## src/hw/rtl/i2cmb_pkg.sv

```systemverilog
// ---------------------------------------------------------------------------
// i2cmb_pkg
// Shared types, codes and helpers of the I2C master bit engine.
// ---------------------------------------------------------------------------
package i2cmb_pkg;

    // Width of the hold counter
    localparam int HOLD_BITS = 16;
    // Width of the configured hold value
    localparam int CFG_BITS  = 16;
    // Step index width (longest sequence is 25 steps)
    localparam int STEP_BITS = 5;

    localparam logic [CFG_BITS-1:0] HOLD_RESET = CFG_BITS'(10);
    localparam logic [31:0] HOLD_MAX = 32'((64'(1) << HOLD_BITS) - 64'(1));

    // Command codes
    typedef enum logic [2:0] {
        MODE_START     = 3'd0,
        MODE_STOP      = 3'd1,
        MODE_SEND_BYTE = 3'd2,
        MODE_RECV_BYTE = 3'd3,
        MODE_SEND_ACK  = 3'd4,
        MODE_RECV_ACK  = 3'd5
    } mode_t;

    // One tick as seen by the core
    typedef struct packed {
        logic       cmd_valid;
        logic [2:0] mode;
        logic [7:0] tx_byte;
        logic       ack_out;
        logic       sda_in;
    } item_t;

    // One result as produced by the core
    typedef struct packed {
        logic       scl_level;
        logic       sda_level;
        logic       busy_res;
        logic       done_res;
        logic [7:0] rx_byte;
        logic       ack_in;
    } result_t;

    // Number of steps in each sequence
    function automatic logic [STEP_BITS-1:0] seq_len(input mode_t m);
        logic [STEP_BITS-1:0] len;
        unique case (m)
            MODE_START:     len = STEP_BITS'(4);
            MODE_STOP:      len = STEP_BITS'(3);
            MODE_SEND_BYTE: len = STEP_BITS'(24);
            MODE_RECV_BYTE: len = STEP_BITS'(25);
            MODE_SEND_ACK:  len = STEP_BITS'(3);
            MODE_RECV_ACK:  len = STEP_BITS'(4);
            default:        len = STEP_BITS'(0);
        endcase
        return len;
    endfunction

    // Hold reload: zero acts as one, saturate at counter range
    function automatic logic [HOLD_BITS-1:0] hold_load(input logic [CFG_BITS-1:0] h);
        logic [31:0] v;
        v = 32'(h);
        if (v == 32'd0) begin
            v = 32'd1;
        end
        if (v > HOLD_MAX) begin
            v = HOLD_MAX;
        end
        return v[HOLD_BITS-1:0];
    endfunction

endpackage

```

## src/hw/rtl/i2cmb_if.sv

```systemverilog
// ---------------------------------------------------------------------------
// i2cmb_if
// Valid/ready channels of the I2C master bit engine: tick in, result out.
// ---------------------------------------------------------------------------
interface i2cmb_in_if;
    logic       valid;
    logic       ready;
    logic       cmd_valid;
    logic [2:0] mode;
    logic [7:0] tx_byte;
    logic       ack_out;
    logic       sda_in;

    modport source (output valid, cmd_valid, mode, tx_byte, ack_out, sda_in, input ready);
    modport sink   (input valid, cmd_valid, mode, tx_byte, ack_out, sda_in, output ready);
endinterface

interface i2cmb_out_if;
    logic       valid;
    logic       ready;
    logic       scl_level;
    logic       sda_level;
    logic       busy_res;
    logic       done_res;
    logic [7:0] rx_byte;
    logic       ack_in;

    modport source (output valid, scl_level, sda_level, busy_res, done_res, rx_byte,
                    ack_in, input ready);
    modport sink   (input valid, scl_level, sda_level, busy_res, done_res, rx_byte,
                    ack_in, output ready);
endinterface

```

## src/hw/rtl/i2cmb_core.sv

```systemverilog
// ---------------------------------------------------------------------------
// i2cmb_core
// Sequencer state of the bit engine; advances one tick per accepted transfer
// and presents the result of that tick combinationally.
// ---------------------------------------------------------------------------
module i2cmb_core
(
    input  logic                            clk,
    input  logic                            rst_n,
    input  logic                            step_en,
    input  i2cmb_pkg::item_t                item,
    input  logic [i2cmb_pkg::CFG_BITS-1:0]  hold_ticks,
    output i2cmb_pkg::result_t              result
);
    import i2cmb_pkg::*;

    logic [STEP_BITS-1:0] step_reg,  step_next;
    logic [HOLD_BITS-1:0] hold_reg,  hold_next;
    mode_t                mode_reg,  mode_next;
    logic                 busy_reg,  busy_next;
    logic [7:0]           tx_reg,    tx_next;
    logic [7:0]           rx_reg,    rx_next;
    logic                 ack_reg,   ack_next;
    logic                 scl_reg,   scl_next;
    logic                 sda_reg,   sda_next;
    // bit position and phase within a three-step bit slot
    logic [1:0]           phase_reg, phase_next;
    logic [2:0]           bit_reg,   bit_next;

    logic                 fire;
    logic                 done;
    logic [HOLD_BITS-1:0] hold_dec;
    logic [STEP_BITS-1:0] step_inc;

    // Next-state and step action
    always_comb
    begin
        step_next  = step_reg;
        hold_next  = hold_reg;
        mode_next  = mode_reg;
        busy_next  = busy_reg;
        tx_next    = tx_reg;
        rx_next    = rx_reg;
        ack_next   = ack_reg;
        scl_next   = scl_reg;
        sda_next   = sda_reg;
        phase_next = phase_reg;
        bit_next   = bit_reg;
        fire       = 1'b0;
        done       = 1'b0;
        hold_dec   = (hold_reg != '0) ? hold_reg - HOLD_BITS'(1) : hold_reg;
        step_inc   = step_reg + STEP_BITS'(1);

        if (!busy_reg) begin
            // idle: take a valid command, ignore unknown codes
            if (item.cmd_valid && (item.mode <= 3'(MODE_RECV_ACK))) begin
                mode_next = mode_t'(item.mode);
                busy_next = 1'b1;
                step_next = '0;
                fire      = 1'b1;
                if (mode_t'(item.mode) == MODE_SEND_BYTE) begin
                    tx_next = item.tx_byte;
                end
                if (mode_t'(item.mode) == MODE_RECV_BYTE) begin
                    rx_next    = '0;
                    // receive byte has a set-up step before bit 0
                    phase_next = 2'd2;
                    bit_next   = 3'd7;
                end else begin
                    phase_next = 2'd0;
                    bit_next   = 3'd0;
                end
            end
        end else begin
            hold_next = hold_dec;
            if (hold_dec == '0) begin
                if (step_inc < seq_len(mode_reg)) begin
                    step_next = step_inc;
                    fire      = 1'b1;
                    if (phase_reg == 2'd2) begin
                        phase_next = 2'd0;
                        bit_next   = bit_reg + 3'd1;
                    end else begin
                        phase_next = phase_reg + 2'd1;
                    end
                end else begin
                    busy_next = 1'b0;
                    step_next = '0;
                    done      = 1'b1;
                end
            end
        end

        // carry out the step and reload the hold
        if (fire) begin
            hold_next = hold_load(hold_ticks);
            unique case (mode_next)
                MODE_START:
                begin
                    if (step_next == STEP_BITS'(0))      sda_next = 1'b1;
                    else if (step_next == STEP_BITS'(1)) scl_next = 1'b1;
                    else if (step_next == STEP_BITS'(2)) sda_next = 1'b0;
                    else                                 scl_next = 1'b0;
                end
                MODE_STOP:
                begin
                    if (step_next == STEP_BITS'(0))      sda_next = 1'b0;
                    else if (step_next == STEP_BITS'(1)) scl_next = 1'b1;
                    else                                 sda_next = 1'b1;
                end
                MODE_SEND_BYTE:
                begin
                    if (phase_next == 2'd0)      sda_next = tx_next[3'd7 - bit_next];
                    else if (phase_next == 2'd1) scl_next = 1'b1;
                    else                         scl_next = 1'b0;
                end
                MODE_RECV_BYTE:
                begin
                    if (step_next == STEP_BITS'(0)) begin
                        sda_next = 1'b1;
                    end else if (phase_next == 2'd0) begin
                        scl_next = 1'b1;
                    end else if (phase_next == 2'd1) begin
                        if (item.sda_in) begin
                            rx_next[3'd7 - bit_next] = 1'b1;
                        end
                    end else begin
                        scl_next = 1'b0;
                    end
                end
                MODE_SEND_ACK:
                begin
                    if (step_next == STEP_BITS'(0))      sda_next = item.ack_out;
                    else if (step_next == STEP_BITS'(1)) scl_next = 1'b1;
                    else                                 scl_next = 1'b0;
                end
                MODE_RECV_ACK:
                begin
                    if (step_next == STEP_BITS'(0))      sda_next = 1'b1;
                    else if (step_next == STEP_BITS'(1)) scl_next = 1'b1;
                    else if (step_next == STEP_BITS'(2)) ack_next = item.sda_in;
                    else                                 scl_next = 1'b0;
                end
                default:
                begin
                end
            endcase
        end
    end

    // Result of this tick, taken from the post-step state
    always_comb
    begin
        result.scl_level = scl_next;
        result.sda_level = sda_next;
        result.busy_res  = busy_next;
        result.done_res  = done;
        result.rx_byte   = rx_next;
        result.ack_in    = ack_next;
    end

    // State registers
    always_ff @(posedge clk or negedge rst_n)
    begin
        if (!rst_n) begin
            step_reg  <= '0;
            hold_reg  <= '0;
            mode_reg  <= MODE_START;
            busy_reg  <= 1'b0;
            tx_reg    <= '0;
            rx_reg    <= '0;
            ack_reg   <= 1'b0;
            scl_reg   <= 1'b1;
            sda_reg   <= 1'b1;
            phase_reg <= '0;
            bit_reg   <= '0;
        end else if (step_en) begin
            step_reg  <= step_next;
            hold_reg  <= hold_next;
            mode_reg  <= mode_next;
            busy_reg  <= busy_next;
            tx_reg    <= tx_next;
            rx_reg    <= rx_next;
            ack_reg   <= ack_next;
            scl_reg   <= scl_next;
            sda_reg   <= sda_next;
            phase_reg <= phase_next;
            bit_reg   <= bit_next;
        end
    end

endmodule

```

## src/hw/rtl/i2c_master_bit_engine_unit.sv

```systemverilog
// ---------------------------------------------------------------------------
// i2c_master_bit_engine_unit
// Bit-level I2C master: one timebase tick in, one pin/status result out.
// ---------------------------------------------------------------------------
//  channel   dir  transfer carries
//  cmd       in   cmd_valid, mode, tx_byte, ack_out, sda_in (one tick)
//  res       out  scl_level, sda_level, busy_res, done_res, rx_byte, ack_in
//  hold_*    in   hold_ticks write, no read-back
//
//  One tick is taken every clock cycle unless res stalls; its result sits
//  in out_reg next cycle, set by the single sequencer update in the core.
//  A new tick is taken while the output register is empty or being drained.
//  When res stalls, cmd stalls with it and the sequencer state holds.
//  Reset releases both lines (SCL and SDA high), idle, hold_ticks = 10.
// ---------------------------------------------------------------------------
module i2c_master_bit_engine_unit
(
    input  logic                            clk,
    input  logic                            rst_n,
    i2cmb_in_if.sink                        cmd,
    i2cmb_out_if.source                     res,
    input  logic                            hold_we,
    input  logic [i2cmb_pkg::CFG_BITS-1:0]  hold_wdata
);
    import i2cmb_pkg::*;

    logic [CFG_BITS-1:0] hold_ticks_reg;
    logic                out_valid_reg;
    result_t             out_reg;
    item_t               item;
    result_t             result;
    logic                accept;

    // Handshake: output register parts the two sides
    assign cmd.ready = !out_valid_reg || res.ready;
    assign accept    = cmd.valid && cmd.ready;

    always_comb
    begin
        item.cmd_valid = cmd.cmd_valid;
        item.mode      = cmd.mode;
        item.tx_byte   = cmd.tx_byte;
        item.ack_out   = cmd.ack_out;
        item.sda_in    = cmd.sda_in;
    end

    i2cmb_core u_core
    (
        .clk        (clk),
        .rst_n      (rst_n),
        .step_en    (accept),
        .item       (item),
        .hold_ticks (hold_ticks_reg),
        .result     (result)
    );

    // Configuration register
    always_ff @(posedge clk or negedge rst_n)
    begin
        if (!rst_n) begin
            hold_ticks_reg <= HOLD_RESET;
        end else if (hold_we) begin
            hold_ticks_reg <= hold_wdata;
        end
    end

    // Output valid flag
    always_ff @(posedge clk or negedge rst_n)
    begin
        if (!rst_n) begin
            out_valid_reg <= 1'b0;
        end else if (accept) begin
            out_valid_reg <= 1'b1;
        end else if (res.ready) begin
            out_valid_reg <= 1'b0;
        end
    end

    // Output payload
    always_ff @(posedge clk)
    begin
        if (accept) begin
            out_reg <= result;
        end
    end

    assign res.valid     = out_valid_reg;
    assign res.scl_level = out_reg.scl_level;
    assign res.sda_level = out_reg.sda_level;
    assign res.busy_res  = out_reg.busy_res;
    assign res.done_res  = out_reg.done_res;
    assign res.rx_byte   = out_reg.rx_byte;
    assign res.ack_in    = out_reg.ack_in;

endmodule

```

## src/flat_wrapper.sv

```systemverilog
// flat-port wrapper written by rule: the top's interface ports become plain ports
module i2c_master_bit_engine_unit_flat import i2cmb_pkg::*;
  (clk, rst_n, hold_we, hold_wdata, cmd_valid, cmd_cmd_valid, cmd_mode, cmd_tx_byte, cmd_ack_out, cmd_sda_in, cmd_ready, res_valid, res_scl_level, res_sda_level, res_busy_res, res_done_res, res_rx_byte, res_ack_in, res_ready);
  i2cmb_in_if cmd_i ();
  i2cmb_out_if res_i ();
  input  logic clk;
  input  logic rst_n;
  input  logic hold_we;
  input  logic [i2cmb_pkg::CFG_BITS-1:0] hold_wdata;
  input wire logic [$bits(cmd_i.valid)-1:0] cmd_valid;
  input wire logic [$bits(cmd_i.cmd_valid)-1:0] cmd_cmd_valid;
  input wire logic [$bits(cmd_i.mode)-1:0] cmd_mode;
  input wire logic [$bits(cmd_i.tx_byte)-1:0] cmd_tx_byte;
  input wire logic [$bits(cmd_i.ack_out)-1:0] cmd_ack_out;
  input wire logic [$bits(cmd_i.sda_in)-1:0] cmd_sda_in;
  output wire logic [$bits(cmd_i.ready)-1:0] cmd_ready;
  output wire logic [$bits(res_i.valid)-1:0] res_valid;
  output wire logic [$bits(res_i.scl_level)-1:0] res_scl_level;
  output wire logic [$bits(res_i.sda_level)-1:0] res_sda_level;
  output wire logic [$bits(res_i.busy_res)-1:0] res_busy_res;
  output wire logic [$bits(res_i.done_res)-1:0] res_done_res;
  output wire logic [$bits(res_i.rx_byte)-1:0] res_rx_byte;
  output wire logic [$bits(res_i.ack_in)-1:0] res_ack_in;
  input wire logic [$bits(res_i.ready)-1:0] res_ready;
  assign cmd_i.valid = cmd_valid;
  assign cmd_i.cmd_valid = cmd_cmd_valid;
  assign cmd_i.mode = cmd_mode;
  assign cmd_i.tx_byte = cmd_tx_byte;
  assign cmd_i.ack_out = cmd_ack_out;
  assign cmd_i.sda_in = cmd_sda_in;
  assign cmd_ready = cmd_i.ready;
  assign res_valid = res_i.valid;
  assign res_scl_level = res_i.scl_level;
  assign res_sda_level = res_i.sda_level;
  assign res_busy_res = res_i.busy_res;
  assign res_done_res = res_i.done_res;
  assign res_rx_byte = res_i.rx_byte;
  assign res_ack_in = res_i.ack_in;
  assign res_i.ready = res_ready;
  i2c_master_bit_engine_unit u_core (.clk(clk), .rst_n(rst_n), .cmd(cmd_i), .res(res_i), .hold_we(hold_we), .hold_wdata(hold_wdata));
endmodule
```

## config.mk

```make
export PLATFORM = sky130hd
export DESIGN_NAME = i2c_master_bit_engine_unit_flat
export DESIGN_NICKNAME = d
export VERILOG_FILES = /design/src/hw/rtl/i2cmb_pkg.sv /design/src/hw/rtl/i2cmb_if.sv /design/src/hw/rtl/i2cmb_core.sv /design/src/hw/rtl/i2c_master_bit_engine_unit.sv /design/src/flat_wrapper.sv
export SDC_FILE = /design/constraint.sdc
export NUM_CORES = 1
export LEC_CHECK = 0
export BUFFER_PORTS_ARGS = -buffer_cell sky130_fd_sc_hd__buf_2
export CORE_MARGIN = 2
export CORE_UTILIZATION = 45
export DETAILED_ROUTE_END_ITERATION = 12
export PLACE_DENSITY = 0.74
export SETUP_SLACK_MARGIN = 0.4
export SYNTH_ARGS = -nofsm -noshare
export SYNTH_HDL_FRONTEND = slang
export SYNTH_SLANG_ARGS = --single-unit
```

## constraint.sdc

```tcl
create_clock -name clk -period 5.2 [get_ports clk]
set_clock_uncertainty 0.1 [all_clocks]
set_input_delay 0.52 -clock clk [delete_from_list [all_inputs] [get_ports clk]]
set_output_delay 0.52 -clock clk [all_outputs]
set_load 0.02 [all_outputs]
```

==> results.toml <==
[placed_design]
numPortBuffers = 49
hpwl_um = 9190
place_congestion = 0.960
placed_cells = 742
placed_cell_area_um2 = 5420

[run]
max_cap_viol_count = 0

[sta]
period_minus_slack_ns = 4.32
final_max_slew_viol_count = 0
finalSetupTns_ns = 0
rsz0062_at_grt = "no"
fmax_mhz = 232
setup_viol = 0
final_hold_viol_count = 0
tightest_slew_ns = 0.892
slew_headroom = 0.405
post-route-period-util = 0.830

[layout]
syn_to_final_growth_pct = 10.9
nFillCells = 1017
fin_cells = 758
nets = 655
fin_area_um2 = 5620
drive_above_1_share = 0.197
diodes = 0

[cts]
path_clk_slew_ns = 0.09
post-cts-setup-buffer-count = 0
clock_sinks = 79
tritoncts = "built"
root_buffer = "clkbuf_8"
insertion_delay_ns = 0.38
clockBufferDepth = 2
cts_buffers = 9
ctsHtreeMaxLevel = 3

[detailed_routing]
remaining_drc_errors = 0
wl_met3_um = 1040
drt-met1-wl_um = 5350
routed.top_layer = "met4"
initialDrtViolationCount = 294
avgRoutedWirePerCell_um = 16.8
dr_wl_met2_um = 6080
via_per_inst = 6.19
drt-total-wl_um = 12700
first_pass_iters = 5
antenna_left = 0
num_vias = 4692

[critical_path]
cpPeakStageDelay_ns = 0.58
worstPathCellList = "ha_1, nand3_1, xnor2_1, ha_1, and4_1, a21oi_1, o21ai_0, or4_1, o21ai_1, nor3b_4, nand2b_1, nor3_1, a211oi_2, o311ai_1"
cp_num_buf_inv = 0
worst-setup-path-type = "register to register"
cp_common_cell = "ha_1"
cp-start-kind = "register"
slowest_stage = "or4_1"
crit_required_ns = 5.21
ff2ff_setup_slack_ns = 0.88
cp_data_arrival_time_ns = 4.33
r2r-start = "u_core.u_core.step_reg[0]"
worstPathMaxFanout = 15
cp-end-kind = "register"
crit_family = "simple AND/OR/NAND/NOR gates"
cp-startpoint = "u_core.u_core.step_reg[0]"

[power_and_ir_drop]
internal-power_uw = 1280
pwr-share-seq = 0.429
switching_share = 0.414
power.density_nw_per_um2 = 388
power_frac_clock = 0.216
peakVddDrop_mv = 0.239
p_leak_uw = 0.00225
p_comb_frac = 0.356
switchingPower_uw = 900

[global_routing]
grt_antenna_before_repair = 0
track_usage = 0.225
grt_max_degree = 67
grt_overflow_total = 0
grt_pass1_vias = 4445
grt_pass1_wl_um = 21300

[floorplanning]
die_area_um2 = 12100
floorplan.initialDensity = 0.465
io-pin-count = 50
core_area_um2 = 10900
num_rows = 38
die_w_um = 110
die-height_um = 110

[logic_synthesis]
synth-simple-area-share = 0.230
syn_area_um2 = 5060
synth_xor_area_frac = 0.0138
synth_top_area_frac = 0.306
synth.distinct_cells = 71
syn_avg_cell_area_um2 = 8.79
synth.area.top_cells = "dfrtp_1 31%, edfxtp_1 7.7%, mux2_2 5.8%"
synth_mux_area_frac = 0.0818
synth_compound_area_frac = 0.216
synth_top_area_cell = "dfrtp_1"
ys_async_sr_fraction = 0.835
synth_edf_count = 13
synthCells = 576
ys_ff_latch = 79
yosysWarnings = 0
ys_dominant_reg_cell = "dfrtp_1"
yosys-top-cells-count = "62 x dfrtp_1, 62 x nand2_1, 47 x o21ai_0"
synth_top_family_by_area = "simple AND/OR/NAND/NOR gates"
syn_nets = 618
synth_fa_ha_area_frac = 0.0173
synth_seq_area_share = 0.404

[run_status]
status = "finished clean"

[worst_hold_path]
hold_path_class = "input port to async pin"
[cells by family after synthesis]
kind of cell	Yosys count
AOI/OAI and AO/OA	170
xor gates and xnor gates	8
adders and majority gates	7
buffers and inverters	48
DFF	79
muxes	38
and+or+nand+nor	226
[power by group through the flow]
| stage | sequential (µW) | combinational (µW) | clock [µW] |
|---|---|---|---|
| global placement | 933 | 731 | 0 |
| finish | 933 | 774 | 470 |
| CTS | 928 | 761 | 480 |
| global route | 953 | 868 | 502 |
| detailed placement | 939 | 760 | 0 |
| floorplan | 885 | 598 | 0 |
[timing repair]
item / in CTS / in global routing
endpoints found under the setup margin: 0 / 22
resized for setup: 0 / 2
hold buffers: 0 / 0
[cells in the final DEF (no fill, tap or decap), drive strengths merged, types with 13 or more instances in the layout]
| cell type | n |
|---|---|
| a21oi | 31 |
| buf | 55 |
| dfrtp | 62 |
| edfxtp | 13 |
| inv | 18 |
| mux2 | 27 |
| nand2 | 64 |
| nand3 | 21 |
| nor2 | 46 |
| nor3 | 24 |
| nor4 | 15 |
| o21ai | 61 |
[final cells by class]
| cell class | count | area [µm²] | area share |
|---|---|---|---|
| Clock buffer | 10 | 128 | 0.0227 |
| Sequential cell | 79 | 2050 | 0.365 |
| Multi-Input combinational cell | 449 | 2840 | 0.506 |
| Timing Repair Buffer | 55 | 290 | 0.0517 |
| Clock inverter | 6 | 61.3 | 0.0109 |
| Inverter | 19 | 71.3 | 0.0127 |
| Tap cell | 140 | 175 | 0.0312 |
[layer usage]
layer  track usage  vias to the layer above
met3        0.0388                       22
met1         0.292                     2219
met5             0                        -
met4        0.0995                        0
li1              -                     2227
met2         0.367                      224
[through the flow]
| stage | utilization | hold WS (ns) | setup WS [ns] | total power, µW |
|---|---|---|---|---|
| 2_1_floorplan | - | 0.124 | 1.21 | 1480 |
| 3_3_place_gp | 0.498 | 0.369 | 0.807 | 1660 |
| 3_5_place_dp | 0.498 | 0.382 | 0.540 | 1700 |
| 4_1_cts | 0.515 | 0.226 | 0.496 | 2170 |
| 5_1_grt | 0.516 | 0.233 | 0.559 | 2320 |
| 6_report | 0.516 | 0.185 | 0.883 | 2180 |
[final timing paths]
path | cells past startpoint | endpoint
worst max-delay path | 14 | u_core.res.sda_level
worst min-delay path | 2 | u_core.u_core.ack_reg
worst max register to register | 14 | u_core.res.sda_level
worst min register to register | 2 | u_core.u_core.rx_reg[7]
max in group asynchronous | 2 | u_core.u_core.hold_reg[9]
min in group clk | 2 | u_core.res.valid
No activity file was read; power rests on OpenSTA's default activity.
